$ cat src/hsv2rgb_pkg.sv
// Shared constants and types for the HSV to RGB converter.
package hsv2rgb_pkg;

    localparam int unsigned HUE_W      = 13;
    localparam int unsigned CHAN_W     = 9;
    localparam int unsigned FRAC_W     = 8;
    localparam int unsigned REM_W      = 10;
    localparam int unsigned PROD_W     = 17;

    localparam logic [HUE_W-1:0]  HUE_FULL_TURN = 13'd5760;
    localparam logic [HUE_W-1:0]  HUE_SECTOR    = 13'd960;
    localparam logic [CHAN_W-1:0] ONE_Q8        = 9'd256;
    localparam logic [PROD_W-1:0] ONE_Q16       = 17'h10000;

    // floor(x / 15) == (x * FRAC_RECIP) >> 16 for x below 3840
    localparam logic [12:0]       FRAC_RECIP    = 13'd4370;

    typedef enum logic [2:0] {
        SEC_RED_YEL  = 3'd0,
        SEC_YEL_GRN  = 3'd1,
        SEC_GRN_CYN  = 3'd2,
        SEC_CYN_BLU  = 3'd3,
        SEC_BLU_MAG  = 3'd4,
        SEC_MAG_RED  = 3'd5
    } t_sector;

endpackage

$ cat src/hsv2rgb_if.sv
// Valid/ready channel interfaces for HSV items in and RGB items out.
interface hsv2rgb_in_if;
    logic                               valid;
    logic                               ready;
    logic [hsv2rgb_pkg::HUE_W-1:0]      hue;
    logic                               hue_undefined;
    logic [hsv2rgb_pkg::CHAN_W-1:0]     saturation;
    logic [hsv2rgb_pkg::CHAN_W-1:0]     brightness;

    modport source (output valid, hue, hue_undefined, saturation, brightness, input ready);
    modport sink   (input valid, hue, hue_undefined, saturation, brightness, output ready);
endinterface

interface hsv2rgb_out_if;
    logic                               valid;
    logic                               ready;
    logic [hsv2rgb_pkg::CHAN_W-1:0]     red;
    logic [hsv2rgb_pkg::CHAN_W-1:0]     green;
    logic [hsv2rgb_pkg::CHAN_W-1:0]     blue;
    logic                               bad_input;

    modport source (output valid, red, green, blue, bad_input, input ready);
    modport sink   (input valid, red, green, blue, bad_input, output ready);
endinterface

$ cat src/hsv_to_rgb_converter.sv
// HSV to RGB converter: four-stage pipeline, one item per clock unless stalled.
//
// Channels: i_hsv takes hue (1/16 degree), hue_undefined, saturation and
// brightness (Q1.8); o_rgb returns red, green, blue (Q1.8) and bad_input.
// An item moves on each rising edge where valid and ready are both high.
// Throughput: one item per cycle unless stalled, set by the four register
// stages (sector split, fraction and v(1-s), the two s*f products, the two
// v products with channel selection into the output register).
// Path: an accepted item passes the stage registers r1, r2 and r3 into the
// output register r4, which drives o_rgb and holds while the output is stalled.
// Reset: i_rst_n low at a clock edge clears all stage valid bits; items in
// flight are dropped.
// Stall: while o_rgb.ready is low and a result is waiting, the whole
// pipeline holds, bubbles included, and i_hsv.ready is low; an item is
// taken whenever the output register is empty or being drained.
module hsv_to_rgb_converter (
    input  logic                i_clk,
    input  logic                i_rst_n,
    hsv2rgb_in_if.sink          i_hsv,
    hsv2rgb_out_if.source       o_rgb
);
    import hsv2rgb_pkg::*;

    logic                   w_adv;
    logic [CHAN_W-1:0]      w_s;
    logic [CHAN_W-1:0]      w_v;
    logic [HUE_W-1:0]       w_hue;
    t_sector                w_sec;
    logic [HUE_W-1:0]       w_base;
    logic [HUE_W-1:0]       w_rem;
    logic [24:0]            w_fprod;
    logic [17:0]            w_mprod;
    logic [FRAC_W:0]        w_f_inv;
    logic [PROD_W-1:0]      w_sf;
    logic [PROD_W-1:0]      w_sfi;
    logic [25:0]            w_nprod;
    logic [25:0]            w_kprod;
    logic [CHAN_W-1:0]      w_n;
    logic [CHAN_W-1:0]      w_k;
    logic [CHAN_W-1:0]      n_red;
    logic [CHAN_W-1:0]      n_green;
    logic [CHAN_W-1:0]      n_blue;

    logic                   r1_valid, r2_valid, r3_valid, r4_valid;
    t_sector                r1_sec, r2_sec, r3_sec;
    logic [REM_W-1:0]       r1_rem;
    logic [CHAN_W-1:0]      r1_s, r2_s;
    logic [CHAN_W-1:0]      r1_v, r2_v, r3_v;
    logic                   r1_szero, r2_szero, r3_szero;
    logic                   r1_undef, r2_undef, r3_undef;
    logic [FRAC_W-1:0]      r2_f;
    logic [CHAN_W-1:0]      r2_m, r3_m;
    logic [PROD_W-1:0]      r3_tn, r3_tk;
    logic [CHAN_W-1:0]      r4_red, r4_green, r4_blue;
    logic                   r4_bad;

    assign w_adv       = !r4_valid || o_rgb.ready;
    assign i_hsv.ready = w_adv;

    // stage 1: clamp, zero an undefined or out-of-range hue, split into sector and remainder
    always_comb begin
        w_s   = (i_hsv.saturation > ONE_Q8) ? ONE_Q8 : i_hsv.saturation;
        w_v   = (i_hsv.brightness > ONE_Q8) ? ONE_Q8 : i_hsv.brightness;
        w_hue = (i_hsv.hue_undefined || i_hsv.hue >= HUE_FULL_TURN) ? '0 : i_hsv.hue;
        if (w_hue >= HUE_SECTOR * 5) begin
            w_sec = SEC_MAG_RED;
        end else if (w_hue >= HUE_SECTOR * 4) begin
            w_sec = SEC_BLU_MAG;
        end else if (w_hue >= HUE_SECTOR * 3) begin
            w_sec = SEC_CYN_BLU;
        end else if (w_hue >= HUE_SECTOR * 2) begin
            w_sec = SEC_GRN_CYN;
        end else if (w_hue >= HUE_SECTOR) begin
            w_sec = SEC_YEL_GRN;
        end else begin
            w_sec = SEC_RED_YEL;
        end
        case (w_sec)
            SEC_RED_YEL: w_base = '0;
            SEC_YEL_GRN: w_base = HUE_SECTOR;
            SEC_GRN_CYN: w_base = HUE_W'(HUE_SECTOR * 2);
            SEC_CYN_BLU: w_base = HUE_W'(HUE_SECTOR * 3);
            SEC_BLU_MAG: w_base = HUE_W'(HUE_SECTOR * 4);
            SEC_MAG_RED: w_base = HUE_W'(HUE_SECTOR * 5);
            default:     w_base = '0;
        endcase
        w_rem = w_hue - w_base;
    end

    // stage 2: fraction = rem * 4 / 15, and m = v(1-s)
    assign w_fprod = {13'd0, r1_rem, 2'b00} * {12'd0, FRAC_RECIP};
    assign w_mprod = {9'd0, r1_v} * {9'd0, (ONE_Q8 - r1_s)};

    // stage 3: s*f and s*(1-f) subtracted from one
    assign w_f_inv = ONE_Q8 - {1'b0, r2_f};
    assign w_sf    = {8'd0, r2_s} * {9'd0, r2_f};
    assign w_sfi   = {8'd0, r2_s} * {8'd0, w_f_inv};

    // stage 4: v products and channel selection
    assign w_nprod = {17'd0, r3_v} * {9'd0, r3_tn};
    assign w_kprod = {17'd0, r3_v} * {9'd0, r3_tk};
    assign w_n     = w_nprod[24:16];
    assign w_k     = w_kprod[24:16];

    always_comb begin
        case (r3_sec)
            SEC_RED_YEL: begin n_red = r3_v; n_green = w_k;  n_blue = r3_m; end
            SEC_YEL_GRN: begin n_red = w_n;  n_green = r3_v; n_blue = r3_m; end
            SEC_GRN_CYN: begin n_red = r3_m; n_green = r3_v; n_blue = w_k;  end
            SEC_CYN_BLU: begin n_red = r3_m; n_green = w_n;  n_blue = r3_v; end
            SEC_BLU_MAG: begin n_red = w_k;  n_green = r3_m; n_blue = r3_v; end
            default:     begin n_red = r3_v; n_green = r3_m; n_blue = w_n;  end
        endcase
        if (r3_szero) begin
            n_red   = r3_undef ? r3_v : '0;
            n_green = r3_undef ? r3_v : '0;
            n_blue  = r3_undef ? r3_v : '0;
        end
    end

    always_ff @(posedge i_clk) begin
        if (!i_rst_n) begin
            r1_valid <= 1'b0;
            r2_valid <= 1'b0;
            r3_valid <= 1'b0;
            r4_valid <= 1'b0;
        end else if (w_adv) begin
            r1_valid <= i_hsv.valid;
            r2_valid <= r1_valid;
            r3_valid <= r2_valid;
            r4_valid <= r3_valid;
        end
    end

    always_ff @(posedge i_clk) begin
        if (w_adv) begin
            r1_sec   <= w_sec;
            r1_rem   <= w_rem[REM_W-1:0];
            r1_s     <= w_s;
            r1_v     <= w_v;
            r1_szero <= (w_s == '0);
            r1_undef <= i_hsv.hue_undefined;

            r2_sec   <= r1_sec;
            r2_s     <= r1_s;
            r2_v     <= r1_v;
            r2_szero <= r1_szero;
            r2_undef <= r1_undef;
            r2_f     <= w_fprod[23:16];
            r2_m     <= w_mprod[16:8];

            r3_sec   <= r2_sec;
            r3_v     <= r2_v;
            r3_szero <= r2_szero;
            r3_undef <= r2_undef;
            r3_m     <= r2_m;
            r3_tn    <= ONE_Q16 - w_sf;
            r3_tk    <= ONE_Q16 - w_sfi;

            r4_red   <= n_red;
            r4_green <= n_green;
            r4_blue  <= n_blue;
            r4_bad   <= r3_szero && !r3_undef;
        end
    end

    assign o_rgb.valid     = r4_valid;
    assign o_rgb.red       = r4_red;
    assign o_rgb.green     = r4_green;
    assign o_rgb.blue      = r4_blue;
    assign o_rgb.bad_input = r4_bad;

endmodule
$ cat src/flat_wrapper.sv
// flat-port wrapper written by rule: the top's interface ports become plain ports
module hsv_to_rgb_converter_flat import hsv2rgb_pkg::*;
  (i_clk, i_rst_n, i_hsv_valid, i_hsv_hue, i_hsv_hue_undefined, i_hsv_saturation, i_hsv_brightness, i_hsv_ready, o_rgb_valid, o_rgb_red, o_rgb_green, o_rgb_blue, o_rgb_bad_input, o_rgb_ready);
  hsv2rgb_in_if i_hsv_i ();
  hsv2rgb_out_if o_rgb_i ();
  input  logic i_clk;
  input  logic i_rst_n;
  input wire logic [$bits(i_hsv_i.valid)-1:0] i_hsv_valid;
  input wire logic [$bits(i_hsv_i.hue)-1:0] i_hsv_hue;
  input wire logic [$bits(i_hsv_i.hue_undefined)-1:0] i_hsv_hue_undefined;
  input wire logic [$bits(i_hsv_i.saturation)-1:0] i_hsv_saturation;
  input wire logic [$bits(i_hsv_i.brightness)-1:0] i_hsv_brightness;
  output wire logic [$bits(i_hsv_i.ready)-1:0] i_hsv_ready;
  output wire logic [$bits(o_rgb_i.valid)-1:0] o_rgb_valid;
  output wire logic [$bits(o_rgb_i.red)-1:0] o_rgb_red;
  output wire logic [$bits(o_rgb_i.green)-1:0] o_rgb_green;
  output wire logic [$bits(o_rgb_i.blue)-1:0] o_rgb_blue;
  output wire logic [$bits(o_rgb_i.bad_input)-1:0] o_rgb_bad_input;
  input wire logic [$bits(o_rgb_i.ready)-1:0] o_rgb_ready;
  assign i_hsv_i.valid = i_hsv_valid;
  assign i_hsv_i.hue = i_hsv_hue;
  assign i_hsv_i.hue_undefined = i_hsv_hue_undefined;
  assign i_hsv_i.saturation = i_hsv_saturation;
  assign i_hsv_i.brightness = i_hsv_brightness;
  assign i_hsv_ready = i_hsv_i.ready;
  assign o_rgb_valid = o_rgb_i.valid;
  assign o_rgb_red = o_rgb_i.red;
  assign o_rgb_green = o_rgb_i.green;
  assign o_rgb_blue = o_rgb_i.blue;
  assign o_rgb_bad_input = o_rgb_i.bad_input;
  assign o_rgb_i.ready = o_rgb_ready;
  hsv_to_rgb_converter u_core (.i_clk(i_clk), .i_rst_n(i_rst_n), .i_hsv(i_hsv_i), .o_rgb(o_rgb_i));
endmodule
$ cat config.mk
export PLATFORM = sky130hd
export DESIGN_NAME = hsv_to_rgb_converter_flat
export DESIGN_NICKNAME = d
export VERILOG_FILES = /design/src/hsv2rgb_pkg.sv /design/src/hsv2rgb_if.sv /design/src/hsv_to_rgb_converter.sv /design/src/flat_wrapper.sv
export SDC_FILE = /design/constraint.sdc
export NUM_CORES = 1
export LEC_CHECK = 0
export ABC_CLOCK_PERIOD_IN_PS = 10800
export BUFFER_PORTS_ARGS = -buffer_cell sky130_fd_sc_hd__buf_2
export CORE_MARGIN = 1
export CORE_UTILIZATION = 37
export CTS_CLUSTER_DIAMETER = 150
export CTS_CLUSTER_SIZE = 40
export DETAILED_ROUTE_END_ITERATION = 6
export GPL_ROUTABILITY_DRIVEN = 0
export PLACE_DENSITY = 0.61
export SYNTH_ARGS = -nofsm -noshare
export SYNTH_HDL_FRONTEND = slang
export SYNTH_SLANG_ARGS = --single-unit
$ cat constraint.sdc
create_clock -name i_clk -period 10.8 [get_ports i_clk]
set_input_delay 1.62 -clock i_clk [delete_from_list [all_inputs] [get_ports i_clk]]
set_output_delay 1.62 -clock i_clk [all_outputs]
set_load 0.01 [all_outputs]
# Word-level counts from Yosys, hierarchy flattened
# Cells that the tools add are included.
dict set report totals {
  reg_bits 162
  out_inout_bits 30
}
dict set report op_classes {
  addsub 5
  mul 6
  order_cmp 8
  n_eq_ne 9
  muxes 15
  n_reduce_logical 11
}
# cell count
set op_table {}
lappend op_table {{9-bit one-hot mux with 3 select lines} 3}
lappend op_table {{9-bit by 17-bit multiplier with 25-bit output} 2}
lappend op_table {{10-bit one-hot mux with 5 select lines} 1}
lappend op_table {{9-bit 2-to-1 mux} 5}
lappend op_table {{9-bit by 9-bit multiplier with 17-bit output} 2}
lappend op_table {{17-bit subtractor, first input constant} 2}
lappend op_table {{13-bit by 12-bit greater-or-equal comparator with 1-bit output, second input constant} 2}
lappend op_table {{13-bit greater-or-equal comparator, second input constant} 2}
lappend op_table {{10-bit by 12-bit multiplier with 21-bit output, second input constant} 1}
lappend op_table {{9-bit > comparator, second input constant} 2}
lappend op_table {{9-bit by 8-bit multiplier with 17-bit output} 1}
lappend op_table {{13-bit by 10-bit greater-or-equal comparator with 1-bit output, second input constant} 1}
lappend op_table {{13-bit by 11-bit greater-or-equal comparator with 1-bit output, second input constant} 1}
lappend op_table {{13-bit 2-to-1 mux} 1}
lappend op_table {{3-bit by 2-bit == test with 1-bit output, second input constant} 4}
lappend op_table {{3-bit 2-to-1 mux} 4}
lappend op_table {{10-bit subtractor} 1}
lappend op_table {{3-bit == test, second input constant} 3}
lappend op_table {{9-bit logical NOT} 1}
lappend op_table {{9-bit by 8-bit subtractor with 9-bit output, first input constant} 1}
lappend op_table {{9-bit subtractor, first input constant} 1}
lappend op_table {{2-bit OR reduction} 4}
lappend op_table {{3-bit by 1-bit == test with 1-bit output, second input constant} 2}
lappend op_table {{3-bit logical NOT} 1}
lappend op_table {{4 further kinds} 6}

# Logic depth before layout (Yosys ltp)
# Gate-level depths: netlist of run 1.
dict set report depth {
  word_depth 12
  depth_mapped 24
}

# Least setup slack after synthesis of run 1
# OpenSTA, ideal clock, no wires.
dict set report synth_timing {
  kind {input to output}
  startpoint {input o_rgb_ready}
  endpoint {output i_hsv_ready}
  arrival_ps 4912
  slack_ps 4268
  path_stages 3
  path_cell_list {nor2b_1 > clkbuf_1 > inv_1}
}
dict set report synth_via {
  elab_chain_len 1
}
# element line_no
set synth_rtl {}
lappend synth_rtl {{start: declaration} flat_wrapper.sv:19} ;# input wire logic [$bits(o_rgb_i.ready)-1:0] o_rgb_ready;
lappend synth_rtl {{1-bit logical OR} hsv_to_rgb_converter.sv:57} ;# assign w_adv = !r4_valid || o_rgb.ready;
lappend synth_rtl {{end: declaration} flat_wrapper.sv:13} ;# output wire logic [$bits(i_hsv_i.ready)-1:0] i_hsv_ready;
# No other way between the ends.

# Final worst setup path of run 1
dict set report layout_timing {
  startpoint {register u_core.r1_s[0]}
  endpoint {register u_core.r2_m[8], data pin}
}
dict set report layout_via {
  elab_chain_len 2
}
# element line_no
set layout_rtl {}
lappend layout_rtl {{start: declaration} hsv_to_rgb_converter.sv:47} ;# logic [CHAN_W-1:0] r1_s, r2_s;
lappend layout_rtl {{start signal: assignment} hsv_to_rgb_converter.sv:139} ;# r1_s <= w_s;
lappend layout_rtl {{9-bit subtractor} hsv_to_rgb_converter.sv:92} ;# assign w_mprod = {9'd0, r1_v} * {9'd0, (ONE_Q8 - r1_s)};
lappend layout_rtl {{9-bit by 9-bit multiplier with 17-bit output} hsv_to_rgb_converter.sv:92}
lappend layout_rtl {{named net u_core.w_mprod[16]} hsv_to_rgb_converter.sv:32} ;# logic [17:0] w_mprod;
lappend layout_rtl {{end signal: assignment} hsv_to_rgb_converter.sv:150} ;# r2_m <= w_mprod[16:8];
lappend layout_rtl {{end: declaration} hsv_to_rgb_converter.sv:52} ;# logic [CHAN_W-1:0] r2_m, r3_m;
# The timed path passes the listed nets, and every way through them passes these cells.
# A chain may end at the register's enable or synchronous reset.

==> summary.txt, run 1 <==
Run status
  • Status: finished clean

Timing
  • Final setup fails: 0
  • Final WS setup: 4.415 ns
  • Final Hold Fails: 0
  • Actual slew at the worst max-slew pin: 0.9901 ns
  • Final Max Tran Viols: 0
  • Unrepaired setup endpoints after global routing: false
  • Final hold slack: 0.4211 ns
  • Setup TNS: 0 ns
  • Clk_skew: 0.01431 ns
  • Relative slew slack: 34.00%
  • Minimum clock period after layout: 6.385 ns
  • Tcrit/Tclk final: 59.12%
  • Fmax: 156.6 MHz

Cells and area
  • Most common cell after layout, fill and taps aside: inv_1
  • Layout area overhead: 7.369%
  • Final core occ: 40.19%
  • N_diodes: 0
  • Fin nets: 3,087
  • Commonest cells after routing, fill and taps aside: inv_1 (481), fa_1 (356), and2_1 (307)
  • Fraction of layout cells with a size suffix above 1: 5.375%

Setup path
  • Crit path arrival time: 6.57 ns
  • Crit path top cell by count: fa_1
  • Crit path largest cell delay: 0.60 ns
  • CP endpoint kind: register
  • Crit-path max FO: 11
  • Critical-path top delay cell: xor2_1
  • Critical path class: register to register
  • Worst EP required: 10.99 ns
  • Worst setup SP type: register
  • Worst path cell trace: inv_1 -> ha_1 -> nand2_1 -> or3_1 -> nor3_1 -> xor2_1 -> and2_1 -> fa_1 -> inv_1 -> fa_1 -> inv_1 -> fa_1 -> fa_1 -> ha_1 -> and2_1 -> o21ai_0 -> o21ai_1 -> o41ai_2 -> nor2_1 -> a2111oi_0 -> xnor2_1

Routing
  • Remaining antenna violation count after routing: 0
  • Wire length per cell: 16.03 µm
  • Post-DR vias/cell: 4.990
  • Drt first pass iters: 6
  • WL final: 52.95 mm
  • Residual DRC: 0
  • Via count: 16,480
  • Drt first-iter violations: 932

Floorplanning
  • Die height: 254.4 µm
  • Initial Utilization: 37.43%
  • Area of the die: 0.06471 mm²
  • Cell Rows: 92
  • Core Region: 0.06297 mm²
  • Die X: 254.4 µm
  • # IOs: 66

Yosys
  • Cell area after synthesis: 0.02357 mm²
  • Post-synth top flop: edfxtp_1
  • Unique masters post-synth: 70
  • Syn_area_per_cell: 9.662 µm²
  • Cells after Synth: 2,439
  • Post-synthesis async set-or-reset flop share: 0%
  • Seq/Total Area, Yosys: 20.35%
  • Synth warn: 0
  • #FFs+latches synth: 161
  • EDFF count, synth: 157
  • Syn Nets: 3,083

CTS
  • Total CTS buffers: 17
  • Hold Buf Count CTS: 0
  • Worst-Skew Late Latency: 0.45 ns
  • Clk slew on worst S/H paths: 0.07 ns
  • # Post-CTS Setup Buffers: 0
  • Root buffer cell: clkbuf_16
  • Clock Tree Buf Depth: 2
  • PostCTS Resize Cnt: 0
  • # clock sinks: 161
  • TritonCTS clock tree: done
  • H-Tree Depth: 4

Min path
  • Worst min path class: register to register

Global route
  • Largest net degree at the start of global routing: 103
  • Initial antenna violation count: 0
  • Number of global-route vias before repair: 18,020
  • GRT Total Usage: 17.37%
  • First-pass GRT wire length: 89.98 mm
  • Grt total ovfl: 0

Placement
  • PortBufs: 65
  • Worst slack at placement: 4.367 ns
  • Final HPWL DP: 40.90 mm

Run
  • Max_cap viols: 0
## path summary, 6_finish.rpt
path / start / slack [ns] / cells after the start / end
hold / removal: u_core.r1_sec[0] / 0.42 / 0 / u_core.r2_sec[0]
setup / recovery: u_core.r1_s[0] / 4.42 / 21 / u_core.r2_m[8]
setup reg to reg: u_core.r1_s[0] / 4.42 / 21 / u_core.r2_m[8]
hold reg to reg: u_core.r1_sec[0] / 0.42 / 0 / u_core.r2_sec[0]
## stage by stage
step | instance area (µm²) | instances
after CTS | 25300 | 3302
after global routing | 25300 | 3302
after detailed placement | 24690 | 3270
after floorplan | 23570 | 2439
after global placement | 24690 | 3270
final | 25300 | 3302
## cells in the mapped netlist, drive strengths merged (9+ instances only)
master	instances	area share, %
clkbuf	85	1.4
o21ai	46	0.98
inv	482	7.7
nand3	24	0.51
a22oi	12	0.38
nor3	22	0.47
xnor2	61	2.3
edfxtp	157	20
nand4	10	0.27
xor2	24	0.89
nor2b	32	0.85
nor2	71	1.1
and3	9	0.26
and2	308	8.2
a21o	12	0.38
nand2	277	4.4
fa	356	30
a21oi	49	1.1
ha	252	13
## state kept, by name, indices dropped and copies added (netlist names), 3 cells and up
signal,cells
u_core.o_rgb.blue,9
u_core.o_rgb.green,9
u_core.o_rgb.red,9
u_core.r1_rem,10
u_core.r1_s,9
u_core.r1_sec,3
u_core.r1_v,9
u_core.r2_f,8
u_core.r2_m,9
u_core.r2_s,9
u_core.r2_sec,3
u_core.r2_v,9
u_core.r3_m,9
u_core.r3_sec,3
u_core.r3_tk,17
u_core.r3_tn,16
u_core.r3_v,9
## per-layer routing
layer  wire (µm)  part of all wire, %  track usage, %  vias up
met2       26440                   50           31.11      430
met5           0                    0               0        -
met4         596                  1.1           3.356        0
met3        2669                  5.0           2.378       70
met1       23240                   44           22.29     8307
li1            -                    -               -     7669
## cell type report
type	instances	area (µm²)
Fill cell	6191	37660
Multi-Input combinational cell	1704	16610
Sequential cell	161	4795
Inverter	482	1814
Tap cell	846	1059
Clock buffer	17	425.4
Timing Repair Buffer	77	415.4
Clock inverter	15	185.2
## critical path: cells and delay by family (launching register included)
kind	cells	cell delay, ns
DFF	1	0.56
buffers and inverters	3	0.32
xor gates and xnor gates	2	0.71
AOI/OAI and AO/OA	4	1.18
adders and majority gates	6	2.23
and+or+nand+nor	6	1.13
## kinds of logic after synthesis
logic type | after synthesis | share of synthesized area, %
adder cells (fa/ha/maj) | 609 | 43.66
AND/OR/NAND/NOR | 788 | 17.10
flip-flops | 161 | 20.35
AO/OA/AOI/OAI | 216 | 6.297
multiplexers | 6 | 0.2602
XOR/XNOR | 85 | 3.159
buffers and inverters | 574 | 9.174
Power of run 1 is not shown: default switching activity piles up to over one toggle a cycle in this logic, so the estimate is an artifact.
==> run 2, diff against run 1 <==
Settings changed: ABC_AREA set to 1, ABC_CLOCK_PERIOD_IN_PS 10800 to 6460.
Clock period 10.8 ns to 6.46 ns, I/O delays scaled along.
==> run 2 against run 1 <==
Area after synthesis increased by 7.8%. Die area increased by 7.7%. Final area increased by 7.4%. Highest routed layer unchanged. Critical endpoint is now u_core.r3_tk[16]. Clock skew increased by 0.0033 ns. Final cell count increased by 23%. Worst hold slack got worse by 0.012 ns.
==> summary.txt, run 2 <==
CTS
  • # clock sinks: 161
  • Hold Buf Count CTS: 0
  • PostCTS Resize Cnt: 0
  • Clk slew on worst S/H paths: 0.08 ns
  • Root buffer cell: clkbuf_16
  • Clock Tree Buf Depth: 2
  • TritonCTS clock tree: done
  • # Post-CTS Setup Buffers: 0
  • Worst-Skew Late Latency: 0.47 ns
  • H-Tree Depth: 4
  • Total CTS buffers: 17

Cells and area
  • Final design area excluding fillers: 0.02718 mm²
  • Top flop regs: u_core.r3_tk (17), u_core.r3_tn (16), u_core.r1_rem (10)
  • Max reg flops: 17
  • Layout area overhead: 7.051%
  • N_diodes: 0
  • Largest Register: u_core.r3_tk
  • Final core occ: 40.26%
  • Sequential Area: 0.004795 mm²
  • Footprint of the multi-input gates: 0.01688 mm²
  • Most common cell after layout, fill and taps aside: inv_1
  • Fraction of layout cells with a size suffix above 1: 5.273%
  • Final cell count without fillers: 4,059
  • Fin nets: 3,817
  • Fill cell count: 6,899
  • Commonest cells after routing, fill and taps aside: inv_1 (866), nand2_1 (744), fa_1 (356)

Floorplanning
  • Initial Utilization: 37.61%
  • Area of the die: 0.06968 mm²
  • Cell Rows: 95
  • Die X: 264.0 µm
  • Die height: 264.0 µm
  • Core Region: 0.06751 mm²
  • # IOs: 66

Routing
  • Post-DR vias/cell: 4.755
  • Via count: 19,300
  • Remaining antenna violation count after routing: 0
  • Drt first pass iters: 5
  • Drt first-iter violations: 1,145
  • Wire length per cell: 13.90 µm
  • WL final: 56.43 mm
  • Residual DRC: 0

Global route
  • Largest net degree at the start of global routing: 63
  • Initial antenna violation count: 0
  • GRT Total Usage: 17.00%
  • Number of global-route vias before repair: 19,420
  • First-pass GRT wire length: 96.29 mm
  • Grt total ovfl: 0

Yosys
  • Seq/Total Area, Yosys: 18.88%
  • Most frequent cell after synthesis: inv_1
  • Post-synthesis async set-or-reset flop share: 0%
  • Synth warn: 0
  • Synth top cells by count: inv_1 (867), nand2_1 (744), fa_1 (356)
  • Cells after Synth: 3,174
  • Post-synth top flop: edfxtp_1
  • Cell area after synthesis: 0.02539 mm²
  • Yosys top cell by area: fa_1
  • Unique masters post-synth: 60
  • Top cells by area, synth: fa_1 (28%), edfxtp_1 (19%), inv_1 (13%)
  • Syn Nets: 3,818
  • Share of the synthesized area in the top cell type: 28.07%
  • #FFs+latches synth: 161
  • EDFF count, synth: 157
  • Syn_area_per_cell: 8.000 µm²

Setup path
  • CP endpoint kind: register
  • Critical-path top delay cell: fa_1
  • Critical path class: register to register
  • Crit-path max FO: 11
  • Crit path arrival time: 6.09 ns
  • Worst setup SP type: register
  • Crit path largest cell delay: 0.56 ns
  • Worst EP required: 6.68 ns
  • Crit path top cell by count: nand2_1

Timing
  • Final Max Tran Viols: 0
  • Final Hold Fails: 0
  • Tcrit/Tclk final: 90.88%
  • Minimum clock period after layout: 5.871 ns
  • Setup TNS: 0 ns
  • Actual slew at the worst max-slew pin: 1.237 ns
  • Fmax: 170.3 MHz
  • Clk_skew: 0.01760 ns
  • Final setup fails: 0
  • Relative slew slack: 17.50%
  • Unrepaired setup endpoints after global routing: false

Placement
  • Dpl cells: 4,027
  • Final HPWL DP: 47.12 mm
  • PortBufs: 65
  • Placed Area: 0.02655 mm²

Run status
  • Status: finished clean

Min path
  • Worst min path class: register to register

Run
  • Max_cap viols: 0
run 2: cell families (layout without fill, tap and decap cells):
| group | count (synthesis) | count (layout) | share of synthesized area [%] |
|---|---|---|---|
| AOI/OAI and AO/OA | 232 | 232 | 5.312 |
| xor gates and xnor gates | 67 | 67 | 2.340 |
| adders and majority gates | 608 | 608 | 40.48 |
| buffers and inverters | 980 | 992 | 14.65 |
| DFF | 161 | 161 | 18.88 |
| and+or+nand+nor | 1126 | 1126 | 18.33 |
run 2: final cells by class:
type | count | area share [%]
clock buffer | 17 | 1.565
timing repair buffer | 83 | 1.786
sequential | 161 | 17.64
tap | 873 | 4.018
multi-input combinational | 2033 | 62.09
inverter | 877 | 12.14
clock inverter | 15 | 0.7641
run 2: worst paths after layout:
kind	startpoint	endpoint	slack [ns]	cells past startpoint
setup / recovery	u_core.r2_f[0]	u_core.r3_tk[16]	0.59	25
hold / removal	u_core.r2_v[8]	u_core.r3_v[8]	0.41	0
setup reg to reg	u_core.r2_f[0]	u_core.r3_tk[16]	0.59	25
hold reg to reg	u_core.r2_v[8]	u_core.r3_v[8]	0.41	0
run 2: worst max-delay path, delay by kind of cell, from the launching register on:
family | cells | cell delay [ns]
simple gates | 10 | 1.27
buf+inv | 5 | 0.44
compound gates | 3 | 0.55
flops | 1 | 0.55
fa+ha+maj | 7 | 2.82
run 2: metal layers:
| metal | track usage [%] | up-vias | share of wire (%) |
|---|---|---|---|
| met2 | 28.25 | 408 | 46 |
| met1 | 23.65 | 9333 | 48 |
| met4 | 3.646 | 0 | 1.4 |
| li1 | - | 9506 | - |
| met3 | 2.116 | 53 | 4.5 |
| met5 | 0 | - | 0 |
run 2: per-stage QoR:
step | setup WS [ns] | hold WS [ns]
5_1_grt | 0.1639 | 0.4199
3_5_place_dp | 0.6293 | 0.4045
2_1_floorplan | 1.082 | 0.4003
6_report | 0.5893 | 0.4087
4_1_cts | 0.5871 | 0.4142
3_3_place_gp | 0.7231 | 0.4010
Power of run 2 is left out for the same reason.
==> run 3, diff against run 2 <==
Settings changed: ABC_AREA 1 to 0, TNS_END_PERCENT set to 5.
==> run 3 against run 2 <==
The flow now finishes with violations (design-rule violations). Critical endpoint is now u_core.o_rgb.blue[7]. Critical path type unchanged. Worst setup slack got worse by 0.11 ns. Register-to-register slack worse by 0.11 ns. Final area decreased by 6.3%. Largest cell class unchanged. Via count fell by 14%. Highest routed layer unchanged.
==> summary.txt, run 3 (synthesis results as in run 1) <==
Global route
  • Largest net degree at the start of global routing: 96
  • Number of global-route vias before repair: 18,250
  • Initial antenna violation count: 0
  • Grt total ovfl: 0
  • First-pass GRT wire length: 91.46 mm
  • GRT Total Usage: 17.73%

CTS
  • Clock Tree Buf Depth: 2
  • TritonCTS clock tree: done
  • Clk slew on worst S/H paths: 0.07 ns
  • Total CTS buffers: 17
  • # clock sinks: 161
  • Worst-Skew Late Latency: 0.46 ns
  • H-Tree Depth: 4
  • Hold Buf Count CTS: 0
  • Root buffer cell: clkbuf_16

Cells and area
  • N_diodes: 0
  • Layout area overhead: 8.134%
  • Largest Register: u_core.r3_tk
  • Max reg flops: 17
  • Fraction of layout cells with a size suffix above 1: 6.144%
  • Fin nets: 3,105
  • Top flop regs: u_core.r3_tk (17), u_core.r3_tn (16), u_core.r1_rem (10)
  • Sequential Area: 0.004795 mm²
  • Most common cell after layout, fill and taps aside: inv_1
  • Fill cell count: 6,238
  • Footprint of the multi-input gates: 0.01662 mm²
  • Commonest cells after routing, fill and taps aside: inv_1 (481), fa_1 (356), and2_1 (307)

Timing
  • Final setup fails: 0
  • Final WS setup: 0.4784 ns
  • Fmax: 167.2 MHz
  • Final Hold Fails: 0
  • Clk_skew: 0.01585 ns
  • Minimum clock period after layout: 5.982 ns
  • Final Max Tran Viols: 0
  • Tcrit/Tclk final: 92.59%
  • Unrepaired setup endpoints after global routing: false
  • Setup TNS: 0 ns
  • Relative slew slack: 33.54%
  • Actual slew at the worst max-slew pin: 0.9897 ns

Routing
  • Wire length per cell: 16.32 µm
  • Post-DR vias/cell: 5.005
  • Via count: 16,620
  • Drt first-iter violations: 1,011
  • Remaining antenna violation count after routing: 0
  • WL final: 54.18 mm
  • Drt first pass iters: 7
  • Residual DRC: 1

Floorplanning
  • Core Region: 0.06297 mm²
  • Die X: 254.4 µm
  • Area of the die: 0.06471 mm²
  • Die height: 254.4 µm
  • Cell Rows: 92
  • Initial Utilization: 37.43%
  • # IOs: 66

Run status
  • Failing checks: design-rule violations
  • Status: finished with violations

Min path
  • Worst min path class: register to register

Placement
  • PortBufs: 65
  • Worst slack at placement: 0.3049 ns
  • Final HPWL DP: 42.16 mm

Setup path
  • Crit path arrival time: 6.23 ns
  • Worst EP required: 6.71 ns
  • Worst setup SP type: register
  • Critical path class: register to register
  • CP endpoint kind: register
  • Crit-path max FO: 14

Run
  • Max_cap viols: 0
-- run 3: cell count changes in the layout (fill, tap and decap cells not counted), moves of 13 or more --
| cell | before | now |
|---|---|---|
| nand2_1 | 744 | 277 |
| nand3_1 | 122 | 24 |
| nand4_1 | 23 | 10 |
| nor2_1 | 178 | 71 |
| inv_1 | 866 | 481 |
| xor2_1 | 41 | 23 |
| xnor2_1 | 25 | 61 |
| nor2b_1 | 0 | 32 |
| and2_1 | 2 | 307 |
| a21oi_1 | 114 | 47 |
-- run 3: area by class of cell --
type                            instances  area share (%)
Multi-Input combinational cell       1704           65.22
Sequential cell                       161           18.81
Inverter                              482           7.119
Tap cell                              846           4.154
Timing Repair Buffer                   95           2.259
Clock buffer                           17           1.669
Clock inverter                         15          0.7610
-- run 3: metrics by stage --
stage / hold slack, ns / util (%) / instance area (µm²) / instances
detailed placement: 0.4061 / 39.43 / 24830 / 3286
global route: 0.4157 / 40.47 / 25480 / 3320
floorplan: 0.4003 / - / 23570 / 2439
CTS: 0.4148 / 40.41 / 25440 / 3318
global placement: 0.4039 / 39.43 / 24830 / 3286
finish: 0.4115 / 40.47 / 25480 / 3320
-- run 3: critical path, stage by stage (launching register included) --
cell and delay, ns:
edfxtp_1 0.74, buf_4 0.33, and2_1 0.17, fa_1 0.43, fa_1 0.47, fa_1 0.54, inv_1 0.05, fa_1 0.53
inv_1 0.04, ha_1 0.33, a21oi_2 0.27, a2111oi_0 0.14, nor2_1 0.11, a21bo_2 0.28, o41ai_4 0.44, o21bai_2 0.10
xor2_1 0.34, o22ai_1 0.15, o41ai_1 0.30
-- run 3: final timing paths --
check                                     from              endpoint  slack (ns)  cells after the start
worst max-delay path            u_core.r3_v[4]  u_core.o_rgb.blue[7]        0.48                     18
worst min-delay path            u_core.r2_v[4]        u_core.r3_v[4]        0.41                      0
worst max register to register  u_core.r3_v[4]  u_core.o_rgb.blue[7]        0.48                     18
worst min register to register  u_core.r2_v[4]        u_core.r3_v[4]        0.41                      0
-- run 3: routing by layer --
layer  GRT usage (%)  vias to the layer above  wire [µm]
met1           23.30                     8372      24180
met4           4.527                        0        867
met3           2.552                       80       2648
li1                -                     7697          -
met2           30.49                      467      26490
met5               0                        -          0
-- run 3: timing repair --
item                       CTS  global route
gates resized for setup      0             2
setup endpoints to repair    0             8
setup buffers                0             2
Power of run 3 is left out for the same reason.
